--- src/hw/rtl/pure_pursuit_steering_unit_macros.svh ---
// Assertion macros shared by the steering unit RTL.
// Each macro expects signals named clk and rst in the scope where it is used.
`ifndef PURE_PURSUIT_STEERING_UNIT_MACROS_SVH
`define PURE_PURSUIT_STEERING_UNIT_MACROS_SVH

`ifndef SYNTHESIS

// The consequent must hold in the same cycle as the antecedent.
`define PPSU_ASSERT_IMP(lbl, ante, cons) \
  lbl: assert property (@(posedge clk) disable iff (rst) (ante) |-> (cons)) \
    else $error("pure pursuit steering unit: assertion failed");

// The consequent must hold in the cycle after the antecedent.
`define PPSU_ASSERT_NXT(lbl, ante, cons) \
  lbl: assert property (@(posedge clk) disable iff (rst) (ante) |=> (cons)) \
    else $error("pure pursuit steering unit: assertion failed");

`else

`define PPSU_ASSERT_IMP(lbl, ante, cons)
`define PPSU_ASSERT_NXT(lbl, ante, cons)

`endif

`endif

--- src/hw/rtl/ppsu_pkg.sv ---
package ppsu_pkg;

  // Table size and index widths.
  localparam int MAX_POINTS = 1024;
  localparam int IDX_W      = $clog2(MAX_POINTS);
  localparam int CNT_W      = IDX_W + 1;
  localparam int FRAC_BITS  = 16;
  localparam int APB_ADDR_W = 5;

  // Shared CORDIC datapath.
  localparam int CORDIC_STEPS = 20;
  localparam int CV_W         = 45;
  localparam logic signed [CV_W-1:0] CORDIC_GAIN = CV_W'(652032874);
  localparam logic signed [CV_W-1:0] NORM_LIM    = CV_W'(64'd1 << 40);
  localparam logic [31:0] HALF_TURN    = 32'h8000_0000;
  localparam logic [31:0] QUARTER_TURN = 32'h4000_0000;
  localparam logic [32:0] STRAIGHT_LIMIT = 33'd6836;

  // Iterative divide and square root.
  localparam int DIV_STEPS  = 64;
  localparam int SQRT_STEPS = 32;

  // Item kinds.
  localparam logic [1:0] KIND_LOAD    = 2'd0;
  localparam logic [1:0] KIND_TICK    = 2'd1;
  localparam logic [1:0] KIND_RESTART = 2'd2;

  // Register indexes.
  localparam logic [2:0] REG_LOOKAHEAD_GAIN = 3'd0;
  localparam logic [2:0] REG_BASE_LOOKAHEAD = 3'd1;
  localparam logic [2:0] REG_SPEED_GAIN     = 3'd2;
  localparam logic [2:0] REG_WHEELBASE      = 3'd3;
  localparam logic [2:0] REG_MAX_LAT_ACCEL  = 3'd4;
  localparam logic [2:0] REG_CRUISE_SPEED   = 3'd5;
  localparam logic [2:0] REG_POINT_COUNT    = 3'd6;

  // Register reset values.
  localparam logic [23:0] RST_LOOKAHEAD_GAIN = 24'd6554;
  localparam logic [30:0] RST_BASE_LOOKAHEAD = 31'd131072;
  localparam logic [23:0] RST_SPEED_GAIN     = 24'd65536;
  localparam logic [30:0] RST_WHEELBASE      = 31'd190054;
  localparam logic [23:0] RST_MAX_LAT_ACCEL  = 24'd131072;
  localparam logic [22:0] RST_CRUISE_SPEED   = 23'd182044;
  localparam logic [10:0] RST_POINT_COUNT    = 11'd100;

  // Control and status between the sequencer and its arithmetic units.
  typedef struct packed {
    logic start;
    logic vectoring;
  } cordic_ctl_t;

  typedef struct packed {
    logic start;
    logic sqrt_op;
  } divsqrt_ctl_t;

  typedef struct packed {
    logic busy;
    logic done;
  } unit_stat_t;

  // Arctangent of 2^-i, in units of 2^32 per turn.
  function automatic logic [31:0] atan_turn(input logic [4:0] i);
    logic [31:0] v;
    case (i)
      5'd0:    v = 32'd536870912;
      5'd1:    v = 32'd316933406;
      5'd2:    v = 32'd167458907;
      5'd3:    v = 32'd85004756;
      5'd4:    v = 32'd42667331;
      5'd5:    v = 32'd21354465;
      5'd6:    v = 32'd10679838;
      5'd7:    v = 32'd5340245;
      5'd8:    v = 32'd2670163;
      5'd9:    v = 32'd1335087;
      5'd10:   v = 32'd667544;
      5'd11:   v = 32'd333772;
      5'd12:   v = 32'd166886;
      5'd13:   v = 32'd83443;
      5'd14:   v = 32'd41722;
      5'd15:   v = 32'd20861;
      5'd16:   v = 32'd10430;
      5'd17:   v = 32'd5215;
      5'd18:   v = 32'd2608;
      5'd19:   v = 32'd1304;
      default: v = 32'd0;
    endcase
    return v;
  endfunction

endpackage

--- src/hw/rtl/ppsu_divsqrt.sv ---
module ppsu_divsqrt (
  input  logic                   clk,
  input  logic                   rst,
  input  ppsu_pkg::divsqrt_ctl_t ctl,
  input  logic [63:0]            dividend,
  input  logic [33:0]            divisor,
  output ppsu_pkg::unit_stat_t   stat,
  output logic [63:0]            result
);
  import ppsu_pkg::*;

  typedef enum logic [1:0] {Q_IDLE, Q_DIV, Q_SQRT} qstate_t;

  qstate_t     st;
  logic [63:0] work, root, bit_m;
  logic [34:0] rem;
  logic [33:0] dvs;
  logic [5:0]  cnt;
  logic        done;

  logic [34:0] rem_sh;
  logic        div_ge, sq_ge;
  logic [63:0] trial, quo_next, root_next;

  // Restoring divide takes one quotient bit a cycle; the root one result bit a cycle.
  always_comb begin
    rem_sh    = {rem[33:0], work[63]};
    div_ge    = rem_sh >= {1'b0, dvs};
    quo_next  = {work[62:0], div_ge};
    trial     = root + bit_m;
    sq_ge     = work >= trial;
    root_next = sq_ge ? (root >> 1) + bit_m : root >> 1;
  end

  always_ff @(posedge clk) begin
    if (rst) begin
      st   <= Q_IDLE;
      done <= 1'b0;
    end else begin
      done <= 1'b0;
      unique case (st)
        Q_IDLE: begin
          if (ctl.start) begin
            work <= dividend;
            cnt  <= '0;
            if (ctl.sqrt_op) begin
              root  <= '0;
              bit_m <= 64'h4000_0000_0000_0000;
              st    <= Q_SQRT;
            end else begin
              rem <= '0;
              dvs <= divisor;
              st  <= Q_DIV;
            end
          end
        end
        Q_DIV: begin
          rem  <= div_ge ? rem_sh - {1'b0, dvs} : rem_sh;
          work <= quo_next;
          cnt  <= cnt + 6'd1;
          if (cnt == 6'(DIV_STEPS - 1)) begin
            result <= quo_next;
            done   <= 1'b1;
            st     <= Q_IDLE;
          end
        end
        Q_SQRT: begin
          if (sq_ge) begin
            work <= work - trial;
          end
          root  <= root_next;
          bit_m <= bit_m >> 2;
          cnt   <= cnt + 6'd1;
          if (cnt == 6'(SQRT_STEPS - 1)) begin
            result <= root_next;
            done   <= 1'b1;
            st     <= Q_IDLE;
          end
        end
        default: st <= Q_IDLE;
      endcase
    end
  end

  assign stat.busy = (st != Q_IDLE);
  assign stat.done = done;

endmodule
--- config.mk ---
export PLATFORM = sky130hd
export DESIGN_NAME = ppsu_divsqrt
export DESIGN_NICKNAME = d
export VERILOG_FILES = /design/src/hw/rtl/pure_pursuit_steering_unit_macros.svh /design/src/hw/rtl/ppsu_pkg.sv /design/src/hw/rtl/ppsu_divsqrt.sv
export SDC_FILE = /design/constraint.sdc
export NUM_CORES = 1
export LEC_CHECK = 0
export BUFFER_PORTS_ARGS = -buffer_cell sky130_fd_sc_hd__buf_2
export CORE_UTILIZATION = 60
export CTS_BUF_LIST = sky130_fd_sc_hd__clkbuf_2 sky130_fd_sc_hd__clkbuf_4 sky130_fd_sc_hd__clkbuf_8
export DETAILED_ROUTE_END_ITERATION = 7
export GPL_TIMING_DRIVEN = 1
export PLACE_DENSITY = 0.81
export REMOVE_ABC_BUFFERS = 1
export SETUP_SLACK_MARGIN = 0.05
export SYNTH_ARGS = -nofsm -noshare
export SYNTH_HDL_FRONTEND = slang
export SYNTH_SLANG_ARGS = --single-unit
--- constraint.sdc ---
create_clock -name clk -period 21.3 [get_ports clk]
set_input_delay 1.065 -clock clk [delete_from_list [all_inputs] [get_ports clk]]
set_output_delay 1.065 -clock clk [all_outputs]
set_load 0.02 [all_outputs]
==> flow_summary.ini <==
[clock_tree]
worstSkewPairLatency_ns = 0.67
cts_tree = done
clockBufferDepth = 3
htreeDepth = 2
cts_buffers = 53
clock-sinks = 301
clockRootBuffer = clkbuf_8
cts_setup_buffers = 0
cts_resized = 0
cts_hold_buf = 0
clkTransAtPathRegs_ns = 0.06

[place]
gp_congestion = 0.979
io_buffers = 167
dp.cells = 3085
hpwlAfterDp_um = 50800
place_ws_ns = 14.23

[critical_path]
r2r_start = root[4]
crit_type = reg -> reg
rrSetupSlack_ns = 14.07
cp_max_fo = 64
crit_required_ns = 21.58
end_kind = flop
critPathLaunchType = flop
arrival_ns = 7.52
cp-startpoint = root[4]
worst-r2r-cell-count = 21
r2r_end = work[60]
endpoint = work[60]

[sta]
rsz0062_at_grt = no
setup_violations = 0
slew_headroom_pct = 21.1
period_share_pct = 34.0
min_period_ns = 7.24
whs_ns = 0.519
tns_ns = 0
worst_pin_slew_ns = 1.18
fmax_mhz = 138
slew_viol_final = 0
worst_slack_ns = 14.07
hold_violations = 0
clock-skew-final_ns = 0.0259

[logic_synthesis]
yosys_warnings = 0
ys.flop_type = edfxtp_1
synth.top_cell.area_share_pct = 39.2
synthesis.area_mm2 = 0.0228
yosysUniqueCellTypes = 79
synth_seq_area_share_pct = 39.5
synth_seq_cells = 301
synth_top_cell_by_area = edfxtp_1
ys_async_sr_fraction_pct = 0
synthTopCellsByCount = 298 x edfxtp_1, 278 x nor2_1, 235 x nand2_1
synth_cells = 2510
synth_edf_count = 298
synth_area_leaders = edfxtp_1 39%, ha_1 9.3%, a21oi_1 4.8%, nor2_1 4.6%, xnor2_1 4.3%
synth.most_common_cell = edfxtp_1
synth_area_per_cell_um2 = 9.09

[run]
max-cap-violations = 0

[drt]
wire_per_inst_um = 21.8
drc_errors = 0
drt_iter0_markers = 1995
vias = 20763
dr.pass1.iters = 6
antenna_left = 0
routed_wl_um = 69400
vias_per_cell = 6.52

[pwr]
power.static_leakage_nw = 9.91
vdd_ir_drop_max_mv = 0.0547
power.density_mw_per_mm2 = 76.7

[cells_and_area]
syn_to_final_growth_pct = 10.9
seq_area_mm2 = 0.00901
drive_above_1_share_pct = 12.4
multi_input_area_mm2 = 0.0131
nets = 2902
nFillCells = 3073
finalNonFillerCells = 3184

[global_route]
antenna_found_initial = 3
first_global_vias = 19427
overflow = 0
grt_pass1_wl_um = 107000
grt_max_degree = 68
grt.total_usage_pct = 35.3

[die]
start_util_pct = 60.7
coreArea_mm2 = 0.0376
std_cell_rows = 71
die_w_um = 197
die_h_um = 197
die-area_mm2 = 0.0388
ios = 168

[worst_hold_path]
hold_class = reg -> reg

[status]
status = completed
==> layout by cell type, fill, tap and decap left out, types with 50 or more instances in the layout <==
master	Yosys	final
a21oi_1	218	216
buf_2	9	167
nand2_1	235	235
edfxtp_1	298	298
xnor2_1	112	112
a21o_1	88	88
and2_1	53	53
nor2_1	278	277
nand4_1	55	55
o21ai_0	147	147
inv_1	86	86
nand3_1	50	50
ha_1	169	166
xor2_1	96	96
clkbuf_8	0	53
a31oi_1	69	69
==> worst max-delay path, stage by stage, from the launching register on <==
cell       delay, ns
edfxtp_1        0.50
ha_1            0.41
a211oi_1        0.32
a211oi_2        0.11
a31o_2          0.30
o31ai_1         0.55
nor4_1          0.09
nor2_1          0.31
o41ai_1         0.17
nor2b_1         0.18
o21ai_0         0.22
xor2_1          0.32
ha_1            0.36
a21oi_1         0.26
o21ai_0         0.13
a21oi_1         0.18
o21a_1          0.15
nor2_1          0.03
a2111oi_0       0.74
o21a_2          0.89
a21boi_4        0.09
buf_4           0.43
==> layout make-up <==
class                      count  share of cell area (%)
inverter                      88                    1.30
sequential                   301                    35.6
multi-input combinational   1998                    51.7
timing repair buffer         187                    3.89
clock buffer                  65                    3.24
tap                          511                    2.53
antenna                        1                 0.00989
clock inverter                33                    1.74
==> power breakdown <==
part           leakage [nW]  internal [mW]  total, mW  switching (mW)
Sequential             2.81          0.704      0.741          0.0373
Clock                 0.630          0.379      0.653           0.274
Combinational          6.47          0.199      0.548           0.349
Total                  9.91           1.28       1.94           0.660
==> flip-flops by register name, indices dropped and copies added (netlist names) <==
signal	count
result	64
root	64
work	64
dvs	34
rem	34
bit_m	32
cnt	6
st	2
done	1
==> how the worst min path moves through the flow <==
stage	startpoint	endpoint	slack [ns]	depth (start not counted)
6_report	st[0]	st[0]	0.52	2
5_1_grt	st[0]	st[0]	0.55	2
4_1_cts	st[0]	st[0]	0.52	2
3_5_place_dp	st[0]	st[0]	0.51	2
3_3_place_gp	st[0]	st[0]	0.49	2
2_1_floorplan	st[1]	st[1]	0.46	2
==> cells by family after synthesis <==
kind of cell               Yosys count  share of synthesized area [%]
AOI/OAI and AO/OA                  784                           22.2
xor gates and xnor gates           208                           7.98
adders and majority gates          171                           9.44
buffers and inverters              211                           3.54
DFF                                301                           39.5
muxes                                8                          0.362
and+or+nand+nor                    827                           17.0
==> metrics by stage <==
| step | cell area [µm²] | total power, mW | utilization, % |
|---|---|---|---|
| 2_1_floorplan | 22400 | 1.12 | - |
| 3_3_place_gp | 24100 | 1.27 | 64.0 |
| 3_5_place_dp | 24100 | 1.28 | 64.0 |
| 4_1_cts | 25300 | 1.93 | 67.4 |
| 5_1_grt | 25300 | 2.02 | 67.4 |
| 6_report | 25300 | 1.94 | 67.4 |
==> layer usage <==
layer  vias to the layer above  part of all wire [%]  global-route usage, %
li1                       9618                     -                      -
met1                      9831                    44                   52.0
met2                      1161                    42                   51.1
met3                       151                    11                   7.50
met4                         2                   2.9                   12.1
met5                         -                 0.014                      0
Power figures use the tool's default switching activity.
