File: config.mk
export PLATFORM = sky130hd
export DESIGN_NAME = ppsu_cordic
export DESIGN_NICKNAME = d
export VERILOG_FILES = /design/src/hw/rtl/pure_pursuit_steering_unit_macros.svh /design/src/hw/rtl/ppsu_pkg.sv /design/src/hw/rtl/ppsu_cordic.sv
export SDC_FILE = /design/constraint.sdc
export NUM_CORES = 1
export LEC_CHECK = 0
export ABC_AREA = 1
export BUFFER_PORTS_ARGS = -buffer_cell sky130_fd_sc_hd__buf_2
export CAP_MARGIN = 40
export CORE_UTILIZATION = 35
export CTS_CLUSTER_DIAMETER = 80
export DETAILED_ROUTE_END_ITERATION = 10
export PLACE_DENSITY = 0.59
export SLEW_MARGIN = 10
export SYNTH_ARGS = -nofsm -noshare
export SYNTH_HDL_FRONTEND = slang
export SYNTH_SLANG_ARGS = --single-unit
File: constraint.sdc
create_clock -name clk -period 25.9 [get_ports clk]
set_input_delay 5.18 -clock clk [delete_from_list [all_inputs] [get_ports clk]]
set_output_delay 5.18 -clock clk [all_outputs]
set_load 0.05 [all_outputs]
File: src/hw/rtl/pure_pursuit_steering_unit_macros.svh
// Assertion macros shared by the steering unit RTL.
// Each macro expects signals named clk and rst in the scope where it is used.
`ifndef PURE_PURSUIT_STEERING_UNIT_MACROS_SVH
`define PURE_PURSUIT_STEERING_UNIT_MACROS_SVH

`ifndef SYNTHESIS

// The consequent must hold in the same cycle as the antecedent.
`define PPSU_ASSERT_IMP(lbl, ante, cons) \
  lbl: assert property (@(posedge clk) disable iff (rst) (ante) |-> (cons)) \
    else $error("pure pursuit steering unit: assertion failed");

// The consequent must hold in the cycle after the antecedent.
`define PPSU_ASSERT_NXT(lbl, ante, cons) \
  lbl: assert property (@(posedge clk) disable iff (rst) (ante) |=> (cons)) \
    else $error("pure pursuit steering unit: assertion failed");

`else

`define PPSU_ASSERT_IMP(lbl, ante, cons)
`define PPSU_ASSERT_NXT(lbl, ante, cons)

`endif

`endif

File: src/hw/rtl/ppsu_pkg.sv
package ppsu_pkg;

  // Table size and index widths.
  localparam int MAX_POINTS = 1024;
  localparam int IDX_W      = $clog2(MAX_POINTS);
  localparam int CNT_W      = IDX_W + 1;
  localparam int FRAC_BITS  = 16;
  localparam int APB_ADDR_W = 5;

  // Shared CORDIC datapath.
  localparam int CORDIC_STEPS = 20;
  localparam int CV_W         = 45;
  localparam logic signed [CV_W-1:0] CORDIC_GAIN = CV_W'(652032874);
  localparam logic signed [CV_W-1:0] NORM_LIM    = CV_W'(64'd1 << 40);
  localparam logic [31:0] HALF_TURN    = 32'h8000_0000;
  localparam logic [31:0] QUARTER_TURN = 32'h4000_0000;
  localparam logic [32:0] STRAIGHT_LIMIT = 33'd6836;

  // Iterative divide and square root.
  localparam int DIV_STEPS  = 64;
  localparam int SQRT_STEPS = 32;

  // Item kinds.
  localparam logic [1:0] KIND_LOAD    = 2'd0;
  localparam logic [1:0] KIND_TICK    = 2'd1;
  localparam logic [1:0] KIND_RESTART = 2'd2;

  // Register indexes.
  localparam logic [2:0] REG_LOOKAHEAD_GAIN = 3'd0;
  localparam logic [2:0] REG_BASE_LOOKAHEAD = 3'd1;
  localparam logic [2:0] REG_SPEED_GAIN     = 3'd2;
  localparam logic [2:0] REG_WHEELBASE      = 3'd3;
  localparam logic [2:0] REG_MAX_LAT_ACCEL  = 3'd4;
  localparam logic [2:0] REG_CRUISE_SPEED   = 3'd5;
  localparam logic [2:0] REG_POINT_COUNT    = 3'd6;

  // Register reset values.
  localparam logic [23:0] RST_LOOKAHEAD_GAIN = 24'd6554;
  localparam logic [30:0] RST_BASE_LOOKAHEAD = 31'd131072;
  localparam logic [23:0] RST_SPEED_GAIN     = 24'd65536;
  localparam logic [30:0] RST_WHEELBASE      = 31'd190054;
  localparam logic [23:0] RST_MAX_LAT_ACCEL  = 24'd131072;
  localparam logic [22:0] RST_CRUISE_SPEED   = 23'd182044;
  localparam logic [10:0] RST_POINT_COUNT    = 11'd100;

  // Control and status between the sequencer and its arithmetic units.
  typedef struct packed {
    logic start;
    logic vectoring;
  } cordic_ctl_t;

  typedef struct packed {
    logic start;
    logic sqrt_op;
  } divsqrt_ctl_t;

  typedef struct packed {
    logic busy;
    logic done;
  } unit_stat_t;

  // Arctangent of 2^-i, in units of 2^32 per turn.
  function automatic logic [31:0] atan_turn(input logic [4:0] i);
    logic [31:0] v;
    case (i)
      5'd0:    v = 32'd536870912;
      5'd1:    v = 32'd316933406;
      5'd2:    v = 32'd167458907;
      5'd3:    v = 32'd85004756;
      5'd4:    v = 32'd42667331;
      5'd5:    v = 32'd21354465;
      5'd6:    v = 32'd10679838;
      5'd7:    v = 32'd5340245;
      5'd8:    v = 32'd2670163;
      5'd9:    v = 32'd1335087;
      5'd10:   v = 32'd667544;
      5'd11:   v = 32'd333772;
      5'd12:   v = 32'd166886;
      5'd13:   v = 32'd83443;
      5'd14:   v = 32'd41722;
      5'd15:   v = 32'd20861;
      5'd16:   v = 32'd10430;
      5'd17:   v = 32'd5215;
      5'd18:   v = 32'd2608;
      5'd19:   v = 32'd1304;
      default: v = 32'd0;
    endcase
    return v;
  endfunction

endpackage

File: src/hw/rtl/ppsu_cordic.sv
module ppsu_cordic (
  input  logic                                clk,
  input  logic                                rst,
  input  ppsu_pkg::cordic_ctl_t               ctl,
  input  logic [31:0]                         angle_in,
  input  logic signed [ppsu_pkg::CV_W-1:0]    vec_x,
  input  logic signed [ppsu_pkg::CV_W-1:0]    vec_y,
  output ppsu_pkg::unit_stat_t                stat,
  output logic signed [31:0]                  cos_out,
  output logic signed [31:0]                  sin_out,
  output logic [31:0]                         angle_out
);
  import ppsu_pkg::*;

  typedef enum logic [1:0] {C_IDLE, C_NORM, C_ITER} cstate_t;

  cstate_t                st;
  logic signed [CV_W-1:0] x, y;
  logic signed [33:0]     z;
  logic [4:0]             step;
  logic                   vec, flip, done;

  logic signed [CV_W-1:0] xs, ys, xn, yn;
  logic signed [33:0]     zn, atan_z;
  logic                   dpos, norm_go;
  logic [31:0]            a_sum, a_adj;

  // One micro-rotation per cycle; direction from the angle or from the sign of y.
  always_comb begin
    xs      = x >>> step;
    ys      = y >>> step;
    atan_z  = $signed({2'b00, atan_turn(step)});
    dpos    = vec ? (y <= 0) : (z >= 0);
    norm_go = (x < NORM_LIM) && (y < NORM_LIM) && (y > -NORM_LIM);
    if (dpos) begin
      xn = x - ys;
      yn = y + xs;
      zn = z - atan_z;
    end else begin
      xn = x + ys;
      yn = y - xs;
      zn = z + atan_z;
    end
    a_sum = angle_in + QUARTER_TURN;
    a_adj = a_sum[31] ? angle_in - HALF_TURN : angle_in;
  end

  // Sequencer: start, normalise (vectoring only), iterate.
  always_ff @(posedge clk) begin
    if (rst) begin
      st   <= C_IDLE;
      done <= 1'b0;
    end else begin
      done <= 1'b0;
      unique case (st)
        C_IDLE: begin
          if (ctl.start) begin
            vec  <= ctl.vectoring;
            step <= '0;
            if (ctl.vectoring) begin
              flip <= 1'b0;
              if (vec_x == 0 && vec_y == 0) begin
                angle_out <= '0;
                done      <= 1'b1;
              end else if (vec_x < 0) begin
                x  <= -vec_x;
                y  <= -vec_y;
                z  <= $signed({2'b00, HALF_TURN});
                st <= C_NORM;
              end else begin
                x  <= vec_x;
                y  <= vec_y;
                z  <= '0;
                st <= C_NORM;
              end
            end else begin
              flip <= a_sum[31];
              x    <= CORDIC_GAIN;
              y    <= '0;
              z    <= {{2{a_adj[31]}}, a_adj};
              st   <= C_ITER;
            end
          end
        end
        C_NORM: begin
          if (norm_go) begin
            x <= x <<< 1;
            y <= y <<< 1;
          end else begin
            st <= C_ITER;
          end
        end
        C_ITER: begin
          x    <= xn;
          y    <= yn;
          z    <= zn;
          step <= step + 5'd1;
          if (step == 5'(CORDIC_STEPS - 1)) begin
            cos_out   <= flip ? -xn[31:0] : xn[31:0];
            sin_out   <= flip ? -yn[31:0] : yn[31:0];
            angle_out <= zn[31:0];
            done      <= 1'b1;
            st        <= C_IDLE;
          end
        end
        default: st <= C_IDLE;
      endcase
    end
  end

  assign stat.busy = (st != C_IDLE);
  assign stat.done = done;

endmodule

==> metrics.cfg <==
[critical_path]
critPathArrivalTime_ns = 8.11
start_kind = input pin
crit_path_end_kind = register
cp.required_ns = 26.13
path_class = input pin to register
cp_max_fo = 32

[timing]
slew_headroom = 0.362
fin_crit_sh = 0.304
setup_viol = 0
finClkSkew_ns = 0.0211
fin_crit_ns = 7.88
finalHoldViolations = 0
final.setup.tns_ns = 0
max_freq_ghz = 0.127
slew_violations = 0
worst_pin_slew_ns = 0.951
rsz0062_at_grt = no

[placed_design]
dp_hpwl_um = 110000
gp_congestion = 1.00
numPortBuffers = 223

[status]
outcome = finished clean

[global_route]
grt_pass1_wl_um = 200000
grt_max_degree = 88
grt.overflow.total = 0
antenna_found_initial = 25
grt.total_usage = 0.291
grt_pass1_vias = 32154

[synth]
syn_nets = 5235
yosys_warnings = 0
synth-simple-area-share = 0.403
syn-instance-count = 4964
synth-main-ff-cell = edfxtp_1
syn_avg_cell_area_um2 = 6.22
synth_mux_area_frac = 0
synth-seq-cells = 260
synth_top_family_by_area = simple AND/OR/NAND/NOR gates
synth-xor-area-share = 0.0584
syn_area_um2 = 30900
synth_compound_area_frac = 0.146
ys_seq_area_frac = 0.242
synthArstFlopShare = 0
synth_adder_area_share = 0.0595
synth-edff-count = 227
ys_types = 66

[floorplanning]
fp.coreArea_um2 = 87000
die_area_um2 = 89400
io_pins = 224
rows = 108
fp.dieW_um = 299
start_util = 0.355
die_h_um = 299

[clock_network]
h-tree-depth = 1
cts_tree = built
cts_buffer_depth = 3
cts_made_buffers = 30
hold_buffers = 0
cts-root-buf = clkbuf_16
clock_sinks = 260
cts.repair.resized = 0
clkLatencyLatePin_ns = 0.59
post_cts_buffers = 0
cts.reportedPaths.clkPinSlew_ns = 0.06

[layout]
drive_above_1_share = 0.0868
finalNetCount = 5363
post-route-util = 0.392
nFillCells = 9635
multiInputGateArea_um2 = 20600
synthToLayoutAreaGrowth_pct = 10.6
ff_latch_area_um2 = 7480

[detailed_routing]
wl_per_cell_um = 21.4
viasPerCell = 5.56
postRouteAntennaNets = 0
vias = 34970
drtIter0Drc = 3891
route.detailed.drc = 0
first_pass_iters = 8
wl_um = 135000

[hold_path]
hold_class = register to register

[job]
maxCapViolations = 0

[cell type report]
class                      count  area share
multi-input combinational   4001       0.605
sequential                   260       0.219
inverter                     533      0.0587
timing repair buffer         266      0.0439
tap                         1155      0.0423
clock buffer                  37      0.0243
clock inverter                18     0.00576
antenna                       14     0.00103
[worst max-delay path, cell delays in order]
cell and delay, ns:
buf_2 0.11, inv_1 0.09, ha_1 0.17, inv_1 0.06
nor3_2 0.28, nand2_1 0.11, nor2_1 0.17, nand2_1 0.11
nor2_1 0.23, nand2_1 0.16, inv_1 0.08, nand4_1 0.15
nor2_1 0.21, inv_1 0.10, nor3_1 0.23, nor2_1 0.08
nor3_2 0.11, buf_4 0.44
[metrics by stage]
stage                     hold WS, ns  cells  setup WS [ns]  instance area, µm²
final                           0.546   6284          18.02               34100
after global routing            0.580   6274          17.69               34100
after CTS                       0.543   6270          18.06               34100
after detailed placement        0.534   6215          17.42               33100
after global placement          0.528   6207          17.45               32900
after floorplan                 0.490   4964           5.10               30900
[cells in the final DEF (no fill, tap or decap), types with 28 or more instances in the layout]
cell type,n
a21o_1,32
a21oi_1,227
a31oi_1,28
buf_2,223
buf_4,39
clkbuf_16,31
dfxtp_1,33
edfxtp_1,227
ha_1,141
inv_1,511
nand2_1,1388
nand3_1,682
nand4_1,64
nor2_1,500
nor3_1,94
o211ai_1,51
o21ai_0,269
o21ai_1,36
xnor2_1,66
xor2_1,138
[sequential cells by signal, indices dropped and copies added, names as in the netlist]
| register | count |
|---|---|
| st | 2 |
| flip | 1 |
| x | 45 |
| angle_out | 32 |
| vec | 1 |
| atan_z | 30 |
| cos_out | 32 |
| z | 34 |
| y | 45 |
| done | 1 |
| step | 5 |
| sin_out | 32 |
[cells by family (layout without fill, tap and decap cells)]
kind of cell             count (synthesis)  after routing
adder cells (fa/ha/maj)                145            145
AND/OR/NAND/NOR                       2878           2878
other                                    0             14
buffers and inverters                  703            854
flip-flops                             260            260
AO/OA/AOI/OAI                          773            773
XOR/XNOR                               205            205
[worst paths after layout]
kind | start | to | slack (ns) | cells past startpoint
worst max register to register | step[1]$_DFFE_PP_ | cos_out[22]$_DFFE_PP_ | 18.56 | 37
worst min-delay path | st[0]$_SDFFE_PP0P_ | st[0]$_SDFFE_PP0P_ | 0.55 | 2
worst max-delay path | vec_x[0] | angle_out[23]$_SDFFCE_PN0P_ | 18.02 | 18
worst min register to register | st[0]$_SDFFE_PP0P_ | st[0]$_SDFFE_PP0P_ | 0.55 | 2
[layer usage]
layer / share of wire / global-route usage
met4: 0.030 / 0.0854
met2: 0.43 / 0.444
met5: 0.00096 / 0
met3: 0.094 / 0.0563
met1: 0.44 / 0.411
[Yosys cell counts (66+ instances only)]
master	number	area share
nand2_1	1390	0.17
nand3_1	682	0.11
inv_1	514	0.063
nor2_1	504	0.061
o21ai_0	269	0.044
a21oi_1	227	0.037
edfxtp_1	227	0.22
ha_1	142	0.058
xor2_1	138	0.039
nor3_1	95	0.015
clkbuf_1	78	0.0095
xnor2_1	66	0.019
Power is left out: the tool's default activity adds up to more than one toggle a clock period on the data nets, which glitch-free logic cannot reach.
